`config.mk`:
```
export PLATFORM = sky130hd
export DESIGN_NAME = nns_front
export DESIGN_NICKNAME = d
export VERILOG_FILES = /design/src/nearest_neighbor_scaler_swizzle_defines.svh /design/src/nns_pkg.sv /design/src/nns_front.sv
export SDC_FILE = /design/constraint.sdc
export NUM_CORES = 1
export LEC_CHECK = 0
export BUFFER_PORTS_ARGS = -buffer_cell sky130_fd_sc_hd__clkbuf_2
export CAP_MARGIN = 25
export CORE_ASPECT_RATIO = 1.1
export CORE_MARGIN = 2
export CORE_UTILIZATION = 45
export DETAILED_ROUTE_END_ITERATION = 16
export PLACE_DENSITY = 0.71
export SETUP_SLACK_MARGIN = 0.5
export SYNTH_ARGS = -nofsm -noshare
export SYNTH_HDL_FRONTEND = slang
export SYNTH_SLANG_ARGS = --single-unit
```
`constraint.sdc`:
```
create_clock -name clk -period 4.1 [get_ports clk]
set_clock_uncertainty 0.15 [all_clocks]
set_input_delay 0.82 -clock clk [delete_from_list [all_inputs] [get_ports clk]]
set_output_delay 0.82 -clock clk [all_outputs]
set_load 0.1 [all_outputs]
```
`src/nearest_neighbor_scaler_swizzle_defines.svh`:
```
// ---------------------------------------------------------------------------
// nearest_neighbor_scaler_swizzle_defines
// assertion macros shared by the scaler rtl
// ---------------------------------------------------------------------------
`ifndef NEAREST_NEIGHBOR_SCALER_SWIZZLE_DEFINES_SVH
`define NEAREST_NEIGHBOR_SCALER_SWIZZLE_DEFINES_SVH
`ifndef SYNTHESIS
// same-cycle implication
`define NNS_ASSERT_IMP(label, clk, rst_n, ante, cons, msg) \
	label: assert property (@(posedge clk) disable iff (!rst_n) (ante) |-> (cons)) \
		else $error(msg);
// next-cycle implication
`define NNS_ASSERT_NXT(label, clk, rst_n, ante, cons, msg) \
	label: assert property (@(posedge clk) disable iff (!rst_n) (ante) |=> (cons)) \
		else $error(msg);
`else
`define NNS_ASSERT_IMP(label, clk, rst_n, ante, cons, msg)
`define NNS_ASSERT_NXT(label, clk, rst_n, ante, cons, msg)
`endif
`endif

```
`src/nns_pkg.sv`:
```
`timescale 1ns / 1ps
// ---------------------------------------------------------------------------
// nns_pkg
// shared types and constants of the nearest-neighbor scaler
// ---------------------------------------------------------------------------
package nns_pkg;

	localparam int MAX_SIDE_DEF = 64;
	localparam int CFG_W        = 7;
	localparam int COORD_W      = 6;
	localparam int CHAN_W       = 8;
	localparam int PIX_W        = 4 * CHAN_W;
	localparam int IN_DATA_W    = 48;
	localparam int OUT_DATA_W   = PIX_W;
	localparam int APB_DATA_W   = 32;
	localparam int APB_ADDR_W   = 4;
	localparam int Q_DEPTH      = 2;

	// request kind carried in s_tuser
	localparam logic ACT_LOAD  = 1'b0;
	localparam logic ACT_FETCH = 1'b1;

	// register indexes
	localparam logic [1:0] REG_SRC_WIDTH = 2'd0;
	localparam logic [1:0] REG_SRC_HEIGHT = 2'd1;
	localparam logic [1:0] REG_TGT_WIDTH = 2'd2;
	localparam logic [1:0] REG_TGT_HEIGHT = 2'd3;

	// classified request handed from front to back
	typedef struct packed {
		logic               kind;
		logic               oor;
		logic [PIX_W-1:0]   pix;
		logic [COORD_W-1:0] col;
		logic [COORD_W-1:0] row;
	} op_t;

endpackage

```
`src/nns_front.sv`:
```
`timescale 1ns / 1ps
// ---------------------------------------------------------------------------
// nns_front
// accepts requests, classifies them and queues them for the back end
// ---------------------------------------------------------------------------
module nns_front #(
	parameter int SIDE_W = 7
) (
	input  logic                          clk,
	input  logic                          arst_n,
	input  logic                          s_tvalid,
	output logic                          s_tready,
	// red, green, blue, alpha, out_col, out_row, zero fill
	input  logic [nns_pkg::IN_DATA_W-1:0] s_tdata,
	// action
	input  logic                          s_tuser,
	input  logic [SIDE_W-1:0]             dw,
	input  logic [SIDE_W-1:0]             dh,
	output logic                          q_valid,
	input  logic                          q_ready,
	output nns_pkg::op_t                  q_head
);

	localparam int DEPTH = nns_pkg::Q_DEPTH;
	localparam int PTR_W = (DEPTH > 1) ? $clog2(DEPTH) : 1;
	localparam int FILL_W = $clog2(DEPTH + 1);
	localparam int CW = (SIDE_W > nns_pkg::COORD_W) ? SIDE_W : nns_pkg::COORD_W;

	nns_pkg::op_t       entries_q [DEPTH];
	logic [PTR_W-1:0]   wr_ptr_q;
	logic [PTR_W-1:0]   rd_ptr_q;
	logic [FILL_W-1:0]  fill_q;

	nns_pkg::op_t op;
	logic         push;
	logic         pop;

	always_comb begin
		op.kind = s_tuser;
		op.pix  = s_tdata[nns_pkg::PIX_W-1:0];
		op.col  = s_tdata[nns_pkg::PIX_W +: nns_pkg::COORD_W];
		op.row  = s_tdata[nns_pkg::PIX_W + nns_pkg::COORD_W +: nns_pkg::COORD_W];
		// a fetch outside the output size gets no store read
		op.oor  = (s_tuser == nns_pkg::ACT_FETCH) &&
			((CW'(op.col) >= CW'(dw)) || (CW'(op.row) >= CW'(dh)));
	end

	assign s_tready = fill_q != FILL_W'(DEPTH);
	assign q_valid  = fill_q != '0;
	assign q_head   = entries_q[rd_ptr_q];
	assign push     = s_tvalid && s_tready;
	assign pop      = q_valid && q_ready;

	always_ff @(posedge clk or negedge arst_n) begin
		if (!arst_n) begin
			wr_ptr_q <= '0;
			rd_ptr_q <= '0;
			fill_q   <= '0;
		end else begin
			if (push) begin
				wr_ptr_q <= (wr_ptr_q == PTR_W'(DEPTH - 1)) ? '0 : wr_ptr_q + 1'b1;
			end
			if (pop) begin
				rd_ptr_q <= (rd_ptr_q == PTR_W'(DEPTH - 1)) ? '0 : rd_ptr_q + 1'b1;
			end
			if (push && !pop) begin
				fill_q <= fill_q + 1'b1;
			end else if (pop && !push) begin
				fill_q <= fill_q - 1'b1;
			end
		end
	end

	always_ff @(posedge clk) begin
		if (push) begin
			entries_q[wr_ptr_q] <= op;
		end
	end

endmodule

```
# Yosys cells after proc, flatten, opt, wreduce, memory -nomap -nowiden
# Memories as Yosys holds them, arrays and structs flattened.
# Cells that the tools add are included.
# word_totals
word_cells,27
out_inout_bits,48
ff_bits,4
mem_bits_rw,92
n_memories,1
inputBits,67
# memory_table
name,depth,width,rd,rd_clocked_by_memory_dff,write_ports,line,rtl
entries_q,2,46,1,0,1,nns_front.sv:29,nns_pkg::op_t entries_q [DEPTH];
# classes
n_reduce_logical,10
mux,6
n_eq_ne,1
addsub,4
n_lt_le_gt_ge,2
# op_table
cell,n
6-bit by 7-bit >= comparator with 1-bit output,2
1-bit logical AND,5
1-bit two-way mux,4
2-bit two-way mux,2
2-bit nonzero test,2
"1-bit adder, second input constant",2
"2-bit by 1-bit adder with 2-bit output, second input constant",1
1-bit logical NOT,2
"2-bit != test, second input constant",1
"2-bit by 1-bit subtractor with 2-bit output, second input constant",1
1-bit logical OR,1

# Longest topological paths before layout
# Gate-level depths: netlist of run 1.
# depth
word_depth,6
depth_mapped,7

# Worst setup path after synthesis of run 1
# Ideal clock, no wire load.
# synth_path
kind,register -> register
start,register fill_q[0]
end,memory entries_q[0][0] in the netlist's numbering (enable)
slack_ns,0.079
arrival_time_ns,3.421
path_stages_with_launch,4
synth_period_minus_slack_ns,4.021
n_path_buf,0
t_required_ns,3.500
setup_time_ns,0.450
cell_sequence,dfrtp_1 > nand2b_1 > nand2_1 > nor2_1
# synth_via
elab_chain_cells,4
# synth_rtl
item,line,rtl
from (decl),nns_front.sv:32,logic [FILL_W-1:0] fill_q;
from (signal assigned),nns_front.sv:67,fill_q <= fill_q + 1'b1;
from (signal assigned),nns_front.sv:69,fill_q <= fill_q - 1'b1;
2-bit != test,nns_front.sv:48,assign s_tready = fill_q != FILL_W'(DEPTH);
net s_tready,nns_front.sv:12,"output logic s_tready,"
1-bit logical AND,nns_front.sv:51,assign push = s_tvalid && s_tready;
1-bit two-way mux,nns_front.sv:75,if (push) begin
1-bit two-way mux (not written as such),nns_front.sv:76,entries_q[wr_ptr_q] <= op;
to (decl),nns_front.sv:29,
# The timed path passes the listed nets, and every way through them passes these cells.

==> results of run 1 <==
## through the flow
step,cell area (um2),util [%],hold WS (ns)
floorplan,3850,-,0.306
global placement,4530,54.4,0.331
detailed placement,4550,54.6,0.336
CTS,4710,56.6,0.105
global route,4710,56.6,0.0912
finish,4710,56.6,0.123
## kinds of logic after synthesis
logic type | after synthesis | share of synthesized area [%]
xor gates and xnor gates | 5 | 1.14
muxes | 46 | 13.5
AOI/OAI and AO/OA | 10 | 1.82
buffers and inverters | 18 | 2.47
and+or+nand+nor | 13 | 2.38
adders and majority gates | 13 | 4.23
DFF | 96 | 74.5
## cell usage after synthesis (all sizes together)
master / n
edfxtp: 92
mux2: 46
ha: 13
inv: 13
buf: 5
a21oi: 4
dfrtp: 4
nand2b: 3
xnor2: 3
a211oi: 2
and4b: 2
nand2: 2
nand3: 2
nor2: 2
o21ai: 2
xor2: 2
and3: 1
o22ai: 1
o31a: 1
or2: 1
## layout make-up
type | instances | area (um2)
Multi-Input combinational cell | 87 | 895
Fill cell | 697 | 3610
Timing Repair Buffer | 115 | 601
Tap cell | 111 | 139
Inverter | 13 | 48.8
Clock buffer | 11 | 131
Sequential cell | 96 | 2860
Clock inverter | 5 | 33.8
## how the worst min path moves through the flow
stage,startpoint,end,slack [ns],cells after the start
finish,arst_n,fill_q[0],0.12,1
global route,arst_n,fill_q[0],0.09,1
CTS,arst_n,fill_q[0],0.11,1
detailed placement,fill_q[1],fill_q[1],0.34,1
global placement,fill_q[1],fill_q[1],0.33,1
floorplan,fill_q[1],fill_q[1],0.31,1
## flip-flops by register name (all words and copies together), names as in the netlist
register and cells:
rd_ptr_q 1, entries_q 92, wr_ptr_q 1, fill_q 2
## per-layer routing
layer  share of wire [%]  vias to the layer above  global-route usage, %  wire, um
met5                   0                        -                      0         0
met4                0.55                        0                   5.28        37
met3                 5.6                        2                   4.41       380
met2                  54                       67                   26.8      3670
met1                  39                     1021                   17.1      2660
li1                    -                     1005                      -         -
## placed cells by master (no fill, tap or decap), types with 3 or more instances in the layout
cell / synthesis / final
clkbuf_2: 0 / 110
edfxtp_1: 92 / 92
mux2_2: 31 / 31
mux2_1: 15 / 15
inv_1: 13 / 13
ha_1: 13 / 13
clkbuf_8: 0 / 9
a21oi_1: 4 / 4
clkinvlp_4: 0 / 4
buf_4: 1 / 4
xnor2_1: 3 / 3
dfrtp_1: 4 / 3
==> metrics, run 1 <==
Sink Count 96; cell chain of the critical path buf_4 > mux2_1 > clkbuf_2; fmax 310 MHz; post-synth cell types 24; Final Cycle Share 78.7%; net count after synthesis 281; Hold/Removal Path Class in2async; Reg clk slew, reported paths 0.08 ns; Max-slew headroom 61.9%; critical path's slowest cell dfrtp_2; CP Launch Point rd_ptr_q; drt total wl 6750 um; fin worst setup slack 0.875 ns; GPL Wtd Cong 0.654; Avg Vias per Cell 4.78; Synth warnings 0; DR vias 2095; Finish-stage setup viols 0; ANT cells 0; vias in the first global route 2142; pin count of the biggest net entering global routing 27; setup TNS 0 ns; RSZ-0062 raised after global routing no; Initial Util 46.2%; synth-to-layout area growth 22.6%; # DRC 0; die height 101 um; Antenna Nets Post-Route 0; num rows 35; Final Slew Violations 0; Port Buffers 110; CTS Hold Bufs 0; crit path launch type flop; initial antenna violation count 0; Total GRT Usage 15.0%; CP required 3.13 ns; max-cap violation count 0; clock root buffer clkbuf_8; Final #Nets 402; Clk Latency, worst-skew pair 0.34 ns; Ports 115; grt ovf 0; Max FO, Critical Path 25; synthesized cell area 0.00384 mm2; Critical Path Max Stage Delay 0.74 ns; outcome completed; post-layout min period 3.22 ns; dominant cells by area after synthesis edfxtp_1 (72%), mux2_2 (9.1%), mux2_1 (4.4%), ha_1 (4.2%), dfrtp_1 (2.6%); WL/cell 15.4 um; post-CTS setup buffer count 0; htree depth 3; Yosys top cell by area edfxtp_1; Die Wd 92.1 um; # resized after CTS 0; global-route wire length before repair 10500 um; Post-Place Worst Slack 1.19 ns; critical path's top delay family buffers and inverters; post-synthesis cell count 201; critical path depth 3; share of layout cells above drive strength 1 50.8%; placed cell count 422; Num CTS Buffers 9; Setup crit end kind output port; Reg2Reg Depth 4; Avg Synthesized Cell Area 19.1 um2; full die area 0.00930 mm2; Hold Fails Final Rpt 0; capturing point of the worst reg2reg path entries_q[0][16]; clock buffer depth 2; CP bufs+invs 2; CTS tree yes; initial DRC count 65; number of synthesized register bits 96; Final Non-Filler Cells 438; HPWL after DPL 4790 um; CP endpoint q_head[24]; Core Area 0.00832 mm2; r2r setup slk 2.12 ns; Worst Tran Pin Value 0.571 ns; Crit Path Category reg2out; share of the synthesized area in the top cell type 71.9%; CP arrival 2.25 ns; RR Startpoint fill_q[0]; register area share after synthesis 74.5%; drt pass-1 iters 4
Power of run 1 is not shown: default switching activity piles up to over one toggle a cycle in this logic, so the estimate is an artifact.
==> run 2: changes to the inputs <==
- ABC_AREA: default -> 1
- PLACE_DENSITY: 0.71 -> 0.74
- clock period: 4.1 -> 2.9 ns (I/O delays scaled with it)
==> run 2 against run 1 <==
Net effect:
- via count grew 25%
- synthesized cell count rose by 65%
- wire length up 13%
- area after synthesis grew 2.6%
- hold slack gained 0.14 ns
- die area up 2.5%
- critical path type unchanged
==> metrics, run 2 <==
outcome completed; clock root buffer clkbuf_8; Die Wd 93.3 um (+1.3%); Worst path most repeated cell nand2_1; Hold Fails Final Rpt 0 (unchanged); CP arrival 1.56 ns (-0.69 ns); Clk Latency, worst-skew pair 0.34 ns (about the same); most frequent cells after synthesis nand2_1 (161), edfxtp_1 (92), inv_1 (23); CTS tree yes; initial antenna violation count 0 (unchanged); ANT cells 0 (unchanged); share of layout cells above drive strength 1 30.6% (-20 points); fmax 437 MHz; FFs w/ async S/R, synth 4.17% (unchanged); top flop regs entries_q (92), fill_q (2); vias in the first global route 2710 (+27%); post-layout min period 2.29 ns; initial DRC count 55 (-15%); num rows 35 (unchanged); CP required 2.17 ns (-0.96 ns); die height 102 um (+1.3%); EDFF count, synth 92 (unchanged); Reg clk slew, reported paths 0.10 ns (+0.02 ns); WL/cell 13.5 um (-12%); Max FO, Critical Path 46 (+84%); DR vias 2617 (+25%); dominant cells by area after synthesis edfxtp_1 (70%), nand2_1 (15%), ha_1 (4.1%), dfrtp_1 (2.5%), inv_1 (2.2%); commonest non-fill, non-tap cell in the layout nand2_1; clock buffer depth 2 (unchanged); RSZ-0062 raised after global routing no; Sink Count 96 (unchanged); Crit Path Category reg2out; drt pass-1 iters 4 (unchanged); full die area 0.00953 mm2 (+2.5%); synth-to-layout area growth 40.2%; Hold/Removal Path Class in2reg; Critical Path Max Stage Delay 0.42 ns (-0.32 ns); Core Area 0.00845 mm2 (+1.6%); Finish-stage setup viols 0 (unchanged); Yosys top cell by area edfxtp_1; Initial Util 46.7% (+0.48 points); grt ovf 0 (unchanged); Num CTS Buffers 9 (unchanged); register area share after synthesis 72.6% (-1.9 points); GPL Wtd Cong 0.732 (+12%); Ports 115 (unchanged); Worst Tran Pin Value 0.540 ns (-0.0314 ns); post-synth cell types 22 (-8.3%); cell chain of the critical path clkbuf_8 > nand2_1 > nand2_1 > buf_12; Final #Nets 529 (+32%); register with the most flip-flops entries_q; drt total wl 7630 um (+13%); Avg Vias per Cell 4.63 (-3.2%); max reg flops 92 (unchanged); Final Slew Violations 0 (unchanged); net count after synthesis 411 (+46%); number of synthesized register bits 96 (unchanged); most frequent cells in the layout nand2_1 (161), edfxtp_1 (92), clkbuf_2 (64); setup TNS 0 ns (unchanged); pin count of the biggest net entering global routing 47 (+74%); Total GRT Usage 17.2% (+2.2 points); Synth warnings 0 (unchanged); HPWL after DPL 5660 um (+18%); Final Cycle Share 78.9%; Setup crit end kind output port; Port Buffers 110 (unchanged); Avg Synthesized Cell Area 11.9 um2 (-38%); # DRC 0 (unchanged); Max-slew headroom 64.2% (+2.2 points); global-route wire length before repair 12400 um (+19%); critical path's slowest cell dfrtp_2; Final Non-Filler Cells 565 (+29%); max-cap violation count 0 (unchanged); synthesized cell area 0.00395 mm2 (+2.6%); most common cell in the netlist nand2_1; Antenna Nets Post-Route 0 (unchanged); Main synth FF type edfxtp_1; crit path launch type flop; post-CTS setup buffer count 0 (unchanged); htree depth 3 (unchanged); post-synthesis cell count 331 (+65%); placed cell count 548 (+30%); share of the synthesized area in the top cell type 70.0% (-1.8 points)
==> run 2: cell types whose count changed after synthesis, moves of 3 or more <==
| cell | previous run | this run |
|---|---|---|
| mux2_1 | 15 | 0 |
| nor2_1 | 2 | 8 |
| nand2_1 | 2 | 161 |
| inv_2 | 0 | 3 |
| mux2_2 | 31 | 0 |
| buf_4 | 1 | 6 |
| inv_1 | 13 | 23 |
==> run 2: area by class of cell <==
cell class,count,area [um2]
fillers,622,2920
flip-flops and latches,96,2860
repair buffers,117,1320
multi-input cells,198,911
well taps,111,139
clock buffers,10,128
inverters,27,106
clock inverters,6,67.6
==> run 2: logic make-up (layout without fill, tap and decap cells) <==
group	after synthesis	after routing	share of synthesized area, %
compound gates	5	5	0.729
xor+xnor	3	3	0.666
fa+ha+maj	13	13	4.12
buf+inv	37	160	4.66
flops	96	96	72.6
simple gates	177	177	17.3
==> run 2: critical path: cells and delay by family, from the launching register on <==
family        cells  cell delay (ns)
flops             1             0.42
buf+inv           2             0.52
simple gates      2             0.25
==> run 2: path summary, 6_finish.rpt <==
kind | slack [ns] | from | cells past startpoint | end
min reg2reg | 0.35 | fill_q[0] | 1 | fill_q[0]
min | 0.27 | s_tdata[18] | 1 | entries_q[0][30]
min in group asynchronous | 0.42 | arst_n | 2 | fill_q[1]
max | 0.61 | rd_ptr_q | 4 | q_head[5]
max reg2reg | 1.05 | fill_q[0] | 8 | fill_q[1]
max in group asynchronous | 2.05 | arst_n | 2 | rd_ptr_q
==> run 2: through the flow <==
stage / setup WS [ns] / instance area, um2 / hold slack [ns] / util (%)
floorplan: 0.0583 / 3950 / 0.134 / -
global placement: 0.836 / 5310 / 0.240 / 62.9
detailed placement: 0.809 / 5310 / 0.243 / 62.9
CTS: 0.527 / 5530 / 0.246 / 65.4
global route: 0.505 / 5530 / 0.242 / 65.4
finish: 0.612 / 5530 / 0.265 / 65.4
==> run 2: layer usage <==
metal | GRT usage [%] | vias to the layer above | share of wire [%]
met5 | 0 | - | 0
met4 | 5.88 | 0 | 1.5
met3 | 4.13 | 7 | 4.7
met2 | 33.0 | 61 | 57
met1 | 18.3 | 1233 | 36
li1 | - | 1316 | -
==> run 2: timing repair <==
item | 4_1_cts | 5_1_grt
setup endpoints to repair | 26 | 21
gates resized for setup | 2 | 2
hold buffers | 1 | 0
endpoints found under the hold margin | 4 | 0
Power of run 2 is left out for the same reason.
